--- src/bmns_pkg.sv ---
package bmns_pkg;

  localparam int U_BITS = 16;
  localparam int F_BITS = 16;
  localparam int Z_BITS = 5 + F_BITS;
  localparam int LOG_BITS = 28;
  localparam int CORDIC_STEPS = 30;
  localparam int SQRT_STEPS = 31;
  localparam int P_W = $clog2(U_BITS);
  localparam int CNT_W = 5;
  localparam int QDEPTH = 2;

  localparam logic [28:0] TWO_LN2_Q28 = 29'd372130559;
  localparam logic [30:0] HALF_PI_Q30 = 31'd1686629713;
  localparam logic [31:0] QUARTER_PI_Q30 = 32'd843314857;
  localparam logic signed [33:0] CORDIC_GAIN_Q30 = 34'sd652032874;

  // One queued item: generate a pair, or replay the kept sine value.
  typedef struct packed {
    logic              gen;
    logic [U_BITS-1:0] ua;
    logic [U_BITS-1:0] ub;
  } item_t;

  typedef logic [31:0] atan_tab_t [CORDIC_STEPS];

  // Restoring division, used only while building constant tables.
  function automatic logic [63:0] udiv64(input logic [63:0] num, input logic [63:0] den);
    logic [63:0] q;
    logic [63:0] rem;
    q = '0;
    rem = '0;
    for (int i = 63; i >= 0; i--) begin
      rem = {rem[62:0], num[i]};
      if (rem >= den) begin
        rem = rem - den;
        q[i] = 1'b1;
      end
    end
    return q;
  endfunction

  // Arctangent of 2^-i in Q.30 from its power series.
  function automatic logic [31:0] atan_q30(input int i);
    logic signed [63:0] acc;
    logic [63:0] term;
    int e;
    acc = '0;
    if (i == 0) return QUARTER_PI_Q30;
    for (int k = 0; k < 31; k++) begin
      e = 60 - i * (2 * k + 1);
      if (e >= 0) begin
        term = udiv64(64'd1 << e, 64'(2 * k + 1));
        if (k % 2 == 1) acc = acc - $signed(term);
        else acc = acc + $signed(term);
      end
    end
    return 32'((acc + 64'sd536870912) >>> 30);
  endfunction

  function automatic atan_tab_t atan_table();
    atan_tab_t t;
    for (int i = 0; i < CORDIC_STEPS; i++) begin
      t[i] = atan_q30(i);
    end
    return t;
  endfunction

endpackage

--- src/bmns_queue.sv ---
module bmns_queue (
  input  logic                clk,
  input  logic                rst_n,
  input  logic                push,
  input  bmns_pkg::item_t     push_item,
  input  logic                pop,
  output bmns_pkg::item_t     head,
  output logic                not_empty,
  output logic                full,
  output logic [1:0]          count
);

  bmns_pkg::item_t mem_r [bmns_pkg::QDEPTH];
  logic wp_r;
  logic rp_r;
  logic [1:0] cnt_r;

  assign head = mem_r[rp_r];
  assign not_empty = (cnt_r != 2'd0);
  assign full = (cnt_r == 2'(bmns_pkg::QDEPTH));
  assign count = cnt_r;

  // Entry storage.
  always_ff @(posedge clk) begin
    if (push) begin
      mem_r[wp_r] <= push_item;
    end
  end

  // Pointers and fill count.
  always_ff @(posedge clk) begin
    if (!rst_n) begin
      wp_r <= 1'b0;
      rp_r <= 1'b0;
      cnt_r <= 2'd0;
    end else begin
      if (push) wp_r <= !wp_r;
      if (pop) rp_r <= !rp_r;
      if (push && !pop) cnt_r <= cnt_r + 2'd1;
      else if (pop && !push) cnt_r <= cnt_r - 2'd1;
    end
  end

endmodule

--- config.mk ---
export PLATFORM = sky130hd
export DESIGN_NAME = bmns_queue
export DESIGN_NICKNAME = d
export VERILOG_FILES = /design/src/bmns_pkg.sv /design/src/bmns_queue.sv
export SDC_FILE = /design/constraint.sdc
export NUM_CORES = 1
export LEC_CHECK = 0
export BUFFER_PORTS_ARGS = -buffer_cell sky130_fd_sc_hd__buf_2
export CORE_MARGIN = 2
export CORE_UTILIZATION = 40
export DETAILED_ROUTE_END_ITERATION = 7
export GPL_TIMING_DRIVEN = 0
export SYNTH_ARGS = -nofsm -noshare
export SYNTH_HDL_FRONTEND = slang
export SYNTH_SLANG_ARGS = --single-unit
export TNS_END_PERCENT = 100
--- constraint.sdc ---
create_clock -name clk -period 6.7 [get_ports clk]
set_input_delay 0.67 -clock clk [delete_from_list [all_inputs] [get_ports clk]]
set_output_delay 0.67 -clock clk [all_outputs]
set_load 0.02 [all_outputs]
==> flow_summary.json <==
{
  "power_w": 0.000925,
  "use_met2_pct": 22.9,
  "synth_edf_count": 66,
  "grt_pass1_wl_um": 6960,
  "vias": 1359,
  "crit_top_cell": "buf_2",
  "root_buffer": "clkbuf_8",
  "cts_tree": "built",
  "end_kind": "primary output",
  "final_cell_count_no_fill": 292,
  "n_fill_cell": 550,
  "core_um2": 6310,
  "synth_top_area_share_pct": 76.2,
  "clk_pin_slew_ns": 0.07,
  "hpwl_um": 3040,
  "synth_top_area_cell": "edfxtp_1",
  "mappedNetlistNets": 163,
  "rsz0062_at_grt": "false",
  "cts-buffers-inserted": 9,
  "synth-main-ff-cell": "edfxtp_1",
  "grt-ovfl-total": 0,
  "synthArstFlopShare_pct": 0,
  "worstHoldEndpoint": "mem_r[0][8]$_DFFE_PP_",
  "irDropWorstVdd_mv": 0.185,
  "pre_cts_slack_ns": 4.79,
  "busiest_layer": "met2",
  "status": "finished clean",
  "seq_area_um2": 2080,
  "cp-start-kind": "flop",
  "cp.buffers_inverters": 3,
  "hold_buffers": 0,
  "min_period_ns": 2.19,
  "slew_headroom_pct": 45.8,
  "fp.dieH_um": 84.7,
  "crit_fanout": 10,
  "p_leak_nw": 1.26,
  "synth_area_leaders": "edfxtp_1, mux2_2, dfxtp_1",
  "drc": 0,
  "ant_nets": 0,
  "viasPerCell": 4.65,
  "ios": 74,
  "tightestPinTransition_ns": 0.812,
  "synthesis.area_um2": 2600,
  "finalCritPeriodShare_pct": 32.6,
  "use_met3_pct": 3.15,
  "holdCritPathClass": "in2reg",
  "cap_violations": 0,
  "use_met1_pct": 13.9,
  "track_usage_pct": 12.9,
  "synth_cell_type_count": 17,
  "route.detailed.wl_per_inst_um": 15.1,
  "clkSinkCount": 71,
  "cts_max_path_buffers": 2,
  "htree_levels": 3,
  "multi_input_area_um2": 498,
  "cp.required_ns": 6.03,
  "r2r_cells": 1,
  "critPathSlowestCell": "mux2_2",
  "ys_warn_count": 0,
  "drive_gt1_share_pct": 58.6,
  "drv_slew": 0,
  "cp_slowest_stage_delay_ns": 0.35,
  "totalWireLength_um": 4410,
  "cp_cell_sequence": "buf_2 -> buf_4 -> mux2_2 -> buf_2",
  "hold_viol": 0,
  "avgSynthCellArea_um2": 20.8,
  "post_dp_cell_area_um2": 3100,
  "postSynthCellCount": 125,
  "cp.arrival_ns": 1.52,
  "synth-seq-area-share_pct": 80.0,
  "r2r_start": "wp_r$_SDFFE_PN0P_",
  "grt_pass1_vias": 1475,
  "final_area_um2": 3260,
  "drt_first_pass_iters": 3,
  "max_freq_mhz": 458,
  "fin_skew_ns": 0.00570,
  "placedCellCount": 276,
  "timing.rr.end": "mem_r[1][19]$_DFFE_PP_",
  "min-delay-start": "push_item[8]",
  "nNetsFinal": 248,
  "clock_latency_ns": 0.32,
  "die-area_um2": 7170,
  "cts_setup_buffers": 0,
  "die_w_um": 84.7,
  "power_per_cell_area_nw_per_um2": 283,
  "syn_to_final_growth_pct": 25.3,
  "antenna_cells": 0,
  "grt_max_degree": 34,
  "drt_iter0_drc": 62,
  "hold-path-cell-count": 1,
  "reg2reg_slack_ns": 5.21,
  "crit_type": "reg2out",
  "portBuffers": 73,
  "place_congestion": 0.718,
  "initial_core_util_pct": 41.2,
  "crit_family": "buffers and inverters",
  "finalSetupViolations": 0,
  "synth_seq_cells": 71,
  "fin_setup_tns_ns": 0,
  "ctsResizeCount": 0,
  "antenna_found_initial": 0,
  "fp-row-count": 29,
  "setup_ws_ns": 4.51
}
## how the worst max path moves through the flow
stage                     startpoint  cells after the start                endpoint  slack [ns]
after global routing            flop                      4                head[28]        4.44
after CTS                       flop                      4                head[28]        4.47
final                           flop                      4                head[28]        4.51
after detailed placement        push                      2  mem_r[1][31]$_DFFE_PP_        4.79
after global placement          push                      2  mem_r[0][31]$_DFFE_PP_        3.20
after floorplan                 push                      1   mem_r[0][0]$_DFFE_PP_        4.08
## Yosys cell counts (all sizes together) (2+ instances only)
library cell  number
xor2               2
and2               4
buf                4
nor2b              2
dfxtp              5
mux2              33
edfxtp            66
## flip-flops by register name, summed over array words and instances (netlist names), named ones only
register,flops
count,2
wp_r,1
rp_r,1
mem_r,66
## placed cells by master (no fill, tap or decap), drive strengths merged
master  netlist  layout
nor2b         2       2
clkbuf        0      13
o21a          1       1
a21boi        1       1
mux2         33      33
and2b         1       1
edfxtp       66      66
clkinv        0       3
o21ai         1       1
buf           4      78
or3           1       1
xnor2         1       1
dfxtp         5       5
inv           1       1
or2           1       1
ha            1       1
xor2          2       2
and2          4       4
## area by class of cell
type / count / area share, %
buffer: 4 / 0.844
clock buffer: 13 / 4.56
clock inverter: 3 / 0.384
inverter: 1 / 0.115
multi-input combinational: 49 / 15.3
sequential: 71 / 63.8
tap: 77 / 2.95
timing repair buffer: 74 / 12.0
## report_power, final
group          switching, W  leakage [nW]  internal (W)
Combinational     0.0000722         0.513     0.0000558
Clock              0.000136        0.0825      0.000142
Sequential       0.00000743         0.661      0.000511
Total              0.000216          1.26      0.000709
## metal layers
layer	share of wire (%)	routed length, um
met2	55	2430
met3	4.7	208
met1	38	1680
met5	0	0
met4	2.3	102
## stage by stage
| step | util [%] | hold WS, ns |
|---|---|---|
| 3_3_place_gp | 48.5 | 0.483 |
| 6_report | 51.7 | 0.534 |
| 4_1_cts | 51.7 | 0.514 |
| 2_1_floorplan | - | 0.555 |
| 5_1_grt | 51.7 | 0.510 |
| 3_5_place_dp | 49.1 | 0.552 |
## cells by family (layout without fill, tap and decap cells)
group | after synthesis | after routing | share of synthesized area, %
AO/OA/AOI/OAI | 3 | 3 | 0.769
XOR/XNOR | 3 | 3 | 1.01
adder cells (fa/ha/maj) | 1 | 1 | 0.481
buffers and inverters | 5 | 95 | 1.20
flip-flops | 71 | 71 | 80.0
multiplexers | 33 | 33 | 14.3
AND/OR/NAND/NOR | 9 | 9 | 2.26
No activity file was read; power rests on OpenSTA's default activity.
