$ cat config.mk
export PLATFORM = sky130hd
export DESIGN_NAME = bmns_front_flat
export DESIGN_NICKNAME = d
export VERILOG_FILES = /design/src/bmns_pkg.sv /design/src/bmns_ifs.sv /design/src/bmns_front.sv /design/src/flat_wrapper.sv
export SDC_FILE = /design/constraint.sdc
export NUM_CORES = 1
export LEC_CHECK = 0
export BUFFER_PORTS_ARGS = -buffer_cell sky130_fd_sc_hd__buf_2
export CAP_MARGIN = 20
export CORE_UTILIZATION = 25
export DETAILED_ROUTE_END_ITERATION = 12
export GPL_TIMING_DRIVEN = 0
export PLACE_DENSITY = 0.88
export SLEW_MARGIN = 40
export SYNTH_ARGS = -nofsm -noshare
export SYNTH_HDL_FRONTEND = slang
export SYNTH_SLANG_ARGS = --single-unit
$ cat constraint.sdc
create_clock -name clk -period 3.93 [get_ports clk]
set_clock_uncertainty 0.2 [all_clocks]
set_input_delay 0.393 -clock clk [delete_from_list [all_inputs] [get_ports clk]]
set_output_delay 0.393 -clock clk [all_outputs]
set_load 0.02 [all_outputs]
$ cat src/bmns_pkg.sv
package bmns_pkg;

  localparam int U_BITS = 16;
  localparam int F_BITS = 16;
  localparam int Z_BITS = 5 + F_BITS;
  localparam int LOG_BITS = 28;
  localparam int CORDIC_STEPS = 30;
  localparam int SQRT_STEPS = 31;
  localparam int P_W = $clog2(U_BITS);
  localparam int CNT_W = 5;
  localparam int QDEPTH = 2;

  localparam logic [28:0] TWO_LN2_Q28 = 29'd372130559;
  localparam logic [30:0] HALF_PI_Q30 = 31'd1686629713;
  localparam logic [31:0] QUARTER_PI_Q30 = 32'd843314857;
  localparam logic signed [33:0] CORDIC_GAIN_Q30 = 34'sd652032874;

  // One queued item: generate a pair, or replay the kept sine value.
  typedef struct packed {
    logic              gen;
    logic [U_BITS-1:0] ua;
    logic [U_BITS-1:0] ub;
  } item_t;

  typedef logic [31:0] atan_tab_t [CORDIC_STEPS];

  // Restoring division, used only while building constant tables.
  function automatic logic [63:0] udiv64(input logic [63:0] num, input logic [63:0] den);
    logic [63:0] q;
    logic [63:0] rem;
    q = '0;
    rem = '0;
    for (int i = 63; i >= 0; i--) begin
      rem = {rem[62:0], num[i]};
      if (rem >= den) begin
        rem = rem - den;
        q[i] = 1'b1;
      end
    end
    return q;
  endfunction

  // Arctangent of 2^-i in Q.30 from its power series.
  function automatic logic [31:0] atan_q30(input int i);
    logic signed [63:0] acc;
    logic [63:0] term;
    int e;
    acc = '0;
    if (i == 0) return QUARTER_PI_Q30;
    for (int k = 0; k < 31; k++) begin
      e = 60 - i * (2 * k + 1);
      if (e >= 0) begin
        term = udiv64(64'd1 << e, 64'(2 * k + 1));
        if (k % 2 == 1) acc = acc - $signed(term);
        else acc = acc + $signed(term);
      end
    end
    return 32'((acc + 64'sd536870912) >>> 30);
  endfunction

  function automatic atan_tab_t atan_table();
    atan_tab_t t;
    for (int i = 0; i < CORDIC_STEPS; i++) begin
      t[i] = atan_q30(i);
    end
    return t;
  endfunction

endpackage

$ cat src/bmns_ifs.sv
interface bmns_in_if;
  logic                        valid;
  logic                        ready;
  logic [bmns_pkg::U_BITS-1:0] uniform_a;
  logic [bmns_pkg::U_BITS-1:0] uniform_b;
  modport source (output valid, uniform_a, uniform_b, input ready);
  modport sink (input valid, uniform_a, uniform_b, output ready);
endinterface


$ cat src/bmns_front.sv
module bmns_front (
  input  logic                clk,
  input  logic                rst_n,
  bmns_in_if.sink             in_s,
  input  logic                q_full,
  output logic                q_push,
  output bmns_pkg::item_t     q_item
);

  logic cache_full_r;
  logic accept;
  logic nonzero;

  // Items are taken whenever the queue has room.
  assign in_s.ready = !q_full;
  assign accept = in_s.valid && in_s.ready;
  assign nonzero = (in_s.uniform_a != '0);

  // A generating item with a zero first uniform is dropped here.
  assign q_push = accept && (cache_full_r || nonzero);
  assign q_item.gen = !cache_full_r;
  assign q_item.ua = in_s.uniform_a;
  assign q_item.ub = in_s.uniform_b;

  // Phase flag: set by an accepted pair request with a nonzero first uniform, cleared by the replay.
  always_ff @(posedge clk) begin
    if (!rst_n) begin
      cache_full_r <= 1'b0;
    end else if (accept) begin
      if (cache_full_r) begin
        cache_full_r <= 1'b0;
      end else if (nonzero) begin
        cache_full_r <= 1'b1;
      end
    end
  end

endmodule

$ cat src/flat_wrapper.sv
// flat-port wrapper written by rule: the top's interface ports become plain ports
module bmns_front_flat 
  (clk, rst_n, q_full, q_push, q_item, in_s_valid, in_s_uniform_a, in_s_uniform_b, in_s_ready);
  bmns_in_if in_s_i ();
  input  logic clk;
  input  logic rst_n;
  input  logic q_full;
  output logic q_push;
  output bmns_pkg::item_t q_item;
  input wire logic [$bits(in_s_i.valid)-1:0] in_s_valid;
  input wire logic [$bits(in_s_i.uniform_a)-1:0] in_s_uniform_a;
  input wire logic [$bits(in_s_i.uniform_b)-1:0] in_s_uniform_b;
  output wire logic [$bits(in_s_i.ready)-1:0] in_s_ready;
  assign in_s_i.valid = in_s_valid;
  assign in_s_i.uniform_a = in_s_uniform_a;
  assign in_s_i.uniform_b = in_s_uniform_b;
  assign in_s_ready = in_s_i.ready;
  bmns_front u_core (.clk(clk), .rst_n(rst_n), .in_s(in_s_i), .q_full(q_full), .q_push(q_push), .q_item(q_item));
endmodule
==> flow_summary_export.csv <==
group,metric,value,unit
power_and_ir_drop,power.switching,0.0406,mW
clocking,clock_latency,0,ns
grt,antenna_found_initial,0,
power_and_ir_drop,p_seq_share,12.5,%
grt,grt_pass1_wl,1000,µm
finish,final_util,53.1,%
floorplanning,pin_count,71,
critical_path,slowest_stage,"or4_1",
critical_path,max_stage_delay,0.51,ns
finish,largest-register,"u_core.cache_full_r",
power_and_ir_drop,power.clock.fraction,0,%
detailed_routing,via_count,459,
finish,final_common_cell,"buf_2",
logic_synthesis,syn_avg_cell_area,7.43,µm²
critical_path,crit_top_cell,"buf_2",
placed_design,place_ws,1.70,ns
logic_synthesis,seq_area_frac_synth,5.86,%
sta,drv_slew,0,
sta,final.min_clock_period,2.22,ns
grt,gr-total-overflow,0,
finish,largest_register_ffs,1,
sta,worst_pin_slew,0.394,ns
sta,worst_slack,1.71,ns
placed_design,routabilityCongestion,0.649,
detailed_routing,via_per_inst,4.03,
finish,final_cell_area,629,µm²
critical_path,crit_arrival,1.63,ns
placed_design,port_buffers,54,
finish,synthToLayoutAreaGrowth,84.2,%
logic_synthesis,mappedNetlistArea,342,µm²
sta,fin_hold_ws,0.274,ns
sta,period_share,56.6,%
sta,setup_tns,0,ns
detailed_routing,post_drt_wl_per_cell,8.03,µm
floorplanning,fp.coreArea,1190,µm²
sta,rsz0062_at_grt,"no",
critical_path,end_kind,"output port",
clocking,cts_resized,0,
logic_synthesis,yosysWarnings,0,
power_and_ir_drop,ir_drop,0.0000559,V
clocking,clkTransAtPathRegs,0,ns
clocking,ctsHoldBuffers,0,
sta,max_freq,450,MHz
logic_synthesis,synthesis.instances,46,
logic_synthesis,syn_nets,82,
critical_path,required,3.34,ns
power_and_ir_drop,p_leak,0.399,nW
finish,fin_nets,138,
grt,first_global_vias,287,
finish,layout-drive-gt1-share,87.0,%
grt,busiest_layer,"met2",
finish,antennaDiodeCount,0,
power_and_ir_drop,comb_power_share,87.5,%
outcome,status,"completed",
job,drv_cap,0,
sta,relSlewSlack,73.5,%
power_and_ir_drop,p_per_area,146,nW/µm²
sta,setup_viol,0,
finish,nFillCells,135,
detailed_routing,ant_nets,0,
sta,hold_viol,0,
logic_synthesis,synth_cell_types,11,
finish,regArea,20.0,µm²
finish,mostFrequentLayoutCells,"54 x buf_2, 32 x buf_4, 3 x or4_1, 3 x inv_1",
critical_path,start_kind,"input port",
grt,grt_use_met3,0,%
grt,grtUsageMet1,6.44,%
grt,grt_util_met2,23.3,%
finish,multiInputGateArea,70.1,µm²
floorplanning,die_w,39.0,µm
critical_path,worstPathCellList,"buf_2 -> or4_1 -> nor4_1 -> a21oi_1 -> buf_2",
floorplanning,core.rowCount,12,
critical_path,worstPathMaxFanout,2,
critical_path,path_class,"input port to output port",
finish,largestRegisters,"u_core.cache_full_r x1",
floorplanning,fp.dieArea,1520,µm²
detailed_routing,wl,915,µm
detailed_routing,drc,0,
floorplanning,start_util,28.8,%
floorplanning,die_height,39.0,µm
detailed_routing,drt_iter0_markers,3,
logic_synthesis,synth-seq-cells,1,
grt,gr-usage-all-layers,8.89,%
clocking,cts_setup_buffers,0,
grt,grt_max_degree,4,
power_and_ir_drop,switching_share,44.1,%
detailed_routing,dr.pass1.iters,2,
hold_path,hp-class,"flip-flop to flip-flop",
power_and_ir_drop,intPower,0.0516,mW
placed_design,placed_cell_area,629,µm²
[cells by family after synthesis]
| family | count (synthesis) | share of synthesized area [%] |
|---|---|---|
| flip-flops | 1 | 5.86 |
| AO/OA/AOI/OAI | 2 | 4.03 |
| AND/OR/NAND/NOR | 8 | 16.5 |
| buffers and inverters | 35 | 73.6 |
[synthesized netlist by cell type]
library cell | n | share of area, %
dfxtp_1 | 1 | 5.9
nand2b_1 | 1 | 1.8
inv_1 | 3 | 3.3
nand3_1 | 1 | 1.5
nand2_1 | 1 | 1.1
nor4_2 | 1 | 3.7
a21oi_1 | 1 | 1.5
nor4_1 | 1 | 1.8
a221oi_1 | 1 | 2.6
buf_4 | 32 | 70
or4_1 | 3 | 6.6
[worst paths after layout]
| check | startpoint | to | slack [ns] | depth (start not counted) |
|---|---|---|---|---|
| worst max-delay path | in_s_uniform_a[9] | q_push | 1.71 | 5 |
| worst min-delay path | u_core.cache_full_r | u_core.cache_full_r | 0.27 | 2 |
| worst max register to register | u_core.cache_full_r | u_core.cache_full_r | 2.34 | 3 |
| worst min register to register | u_core.cache_full_r | u_core.cache_full_r | 0.27 | 2 |
[power groups by stage]
stage / clock network (mW) / logic, mW / registers (mW)
finish: 0 / 0.0807 / 0.0115
floorplan: 0 / 0.0533 / 0.0114
global placement: 0 / 0.0797 / 0.0115
detailed placement: 0 / 0.0812 / 0.0115
global route: 0 / 0.0858 / 0.0116
CTS: 0 / 0.0814 / 0.0115
[critical path, delay by kind of cell]
kind	cells	cell delay, ns
and+or+nand+nor	2	0.83
buffers and inverters	2	0.27
AOI/OAI and AO/OA	1	0.14
[per-layer routing]
metal,share of wire (%),wire (µm)
met1,27,249
met4,0,0
met3,16,144
met5,0,0
met2,57,521
[stage by stage]
step           power, mW  cells
6_report          0.0922    114
2_1_floorplan     0.0647     46
5_1_grt           0.0974    114
3_5_place_dp      0.0927    114
4_1_cts           0.0929    114
3_3_place_gp      0.0912    114
[area by class of cell]
cell class / instances / share of cell area [%]
Multi-Input combinational cell: 10 / 11.1
Timing Repair Buffer: 54 / 42.9
Sequential cell: 1 / 3.18
Tap cell: 14 / 2.78
Inverter: 3 / 1.79
Buffer: 32 / 38.2
Power figures use the tool's default switching activity.
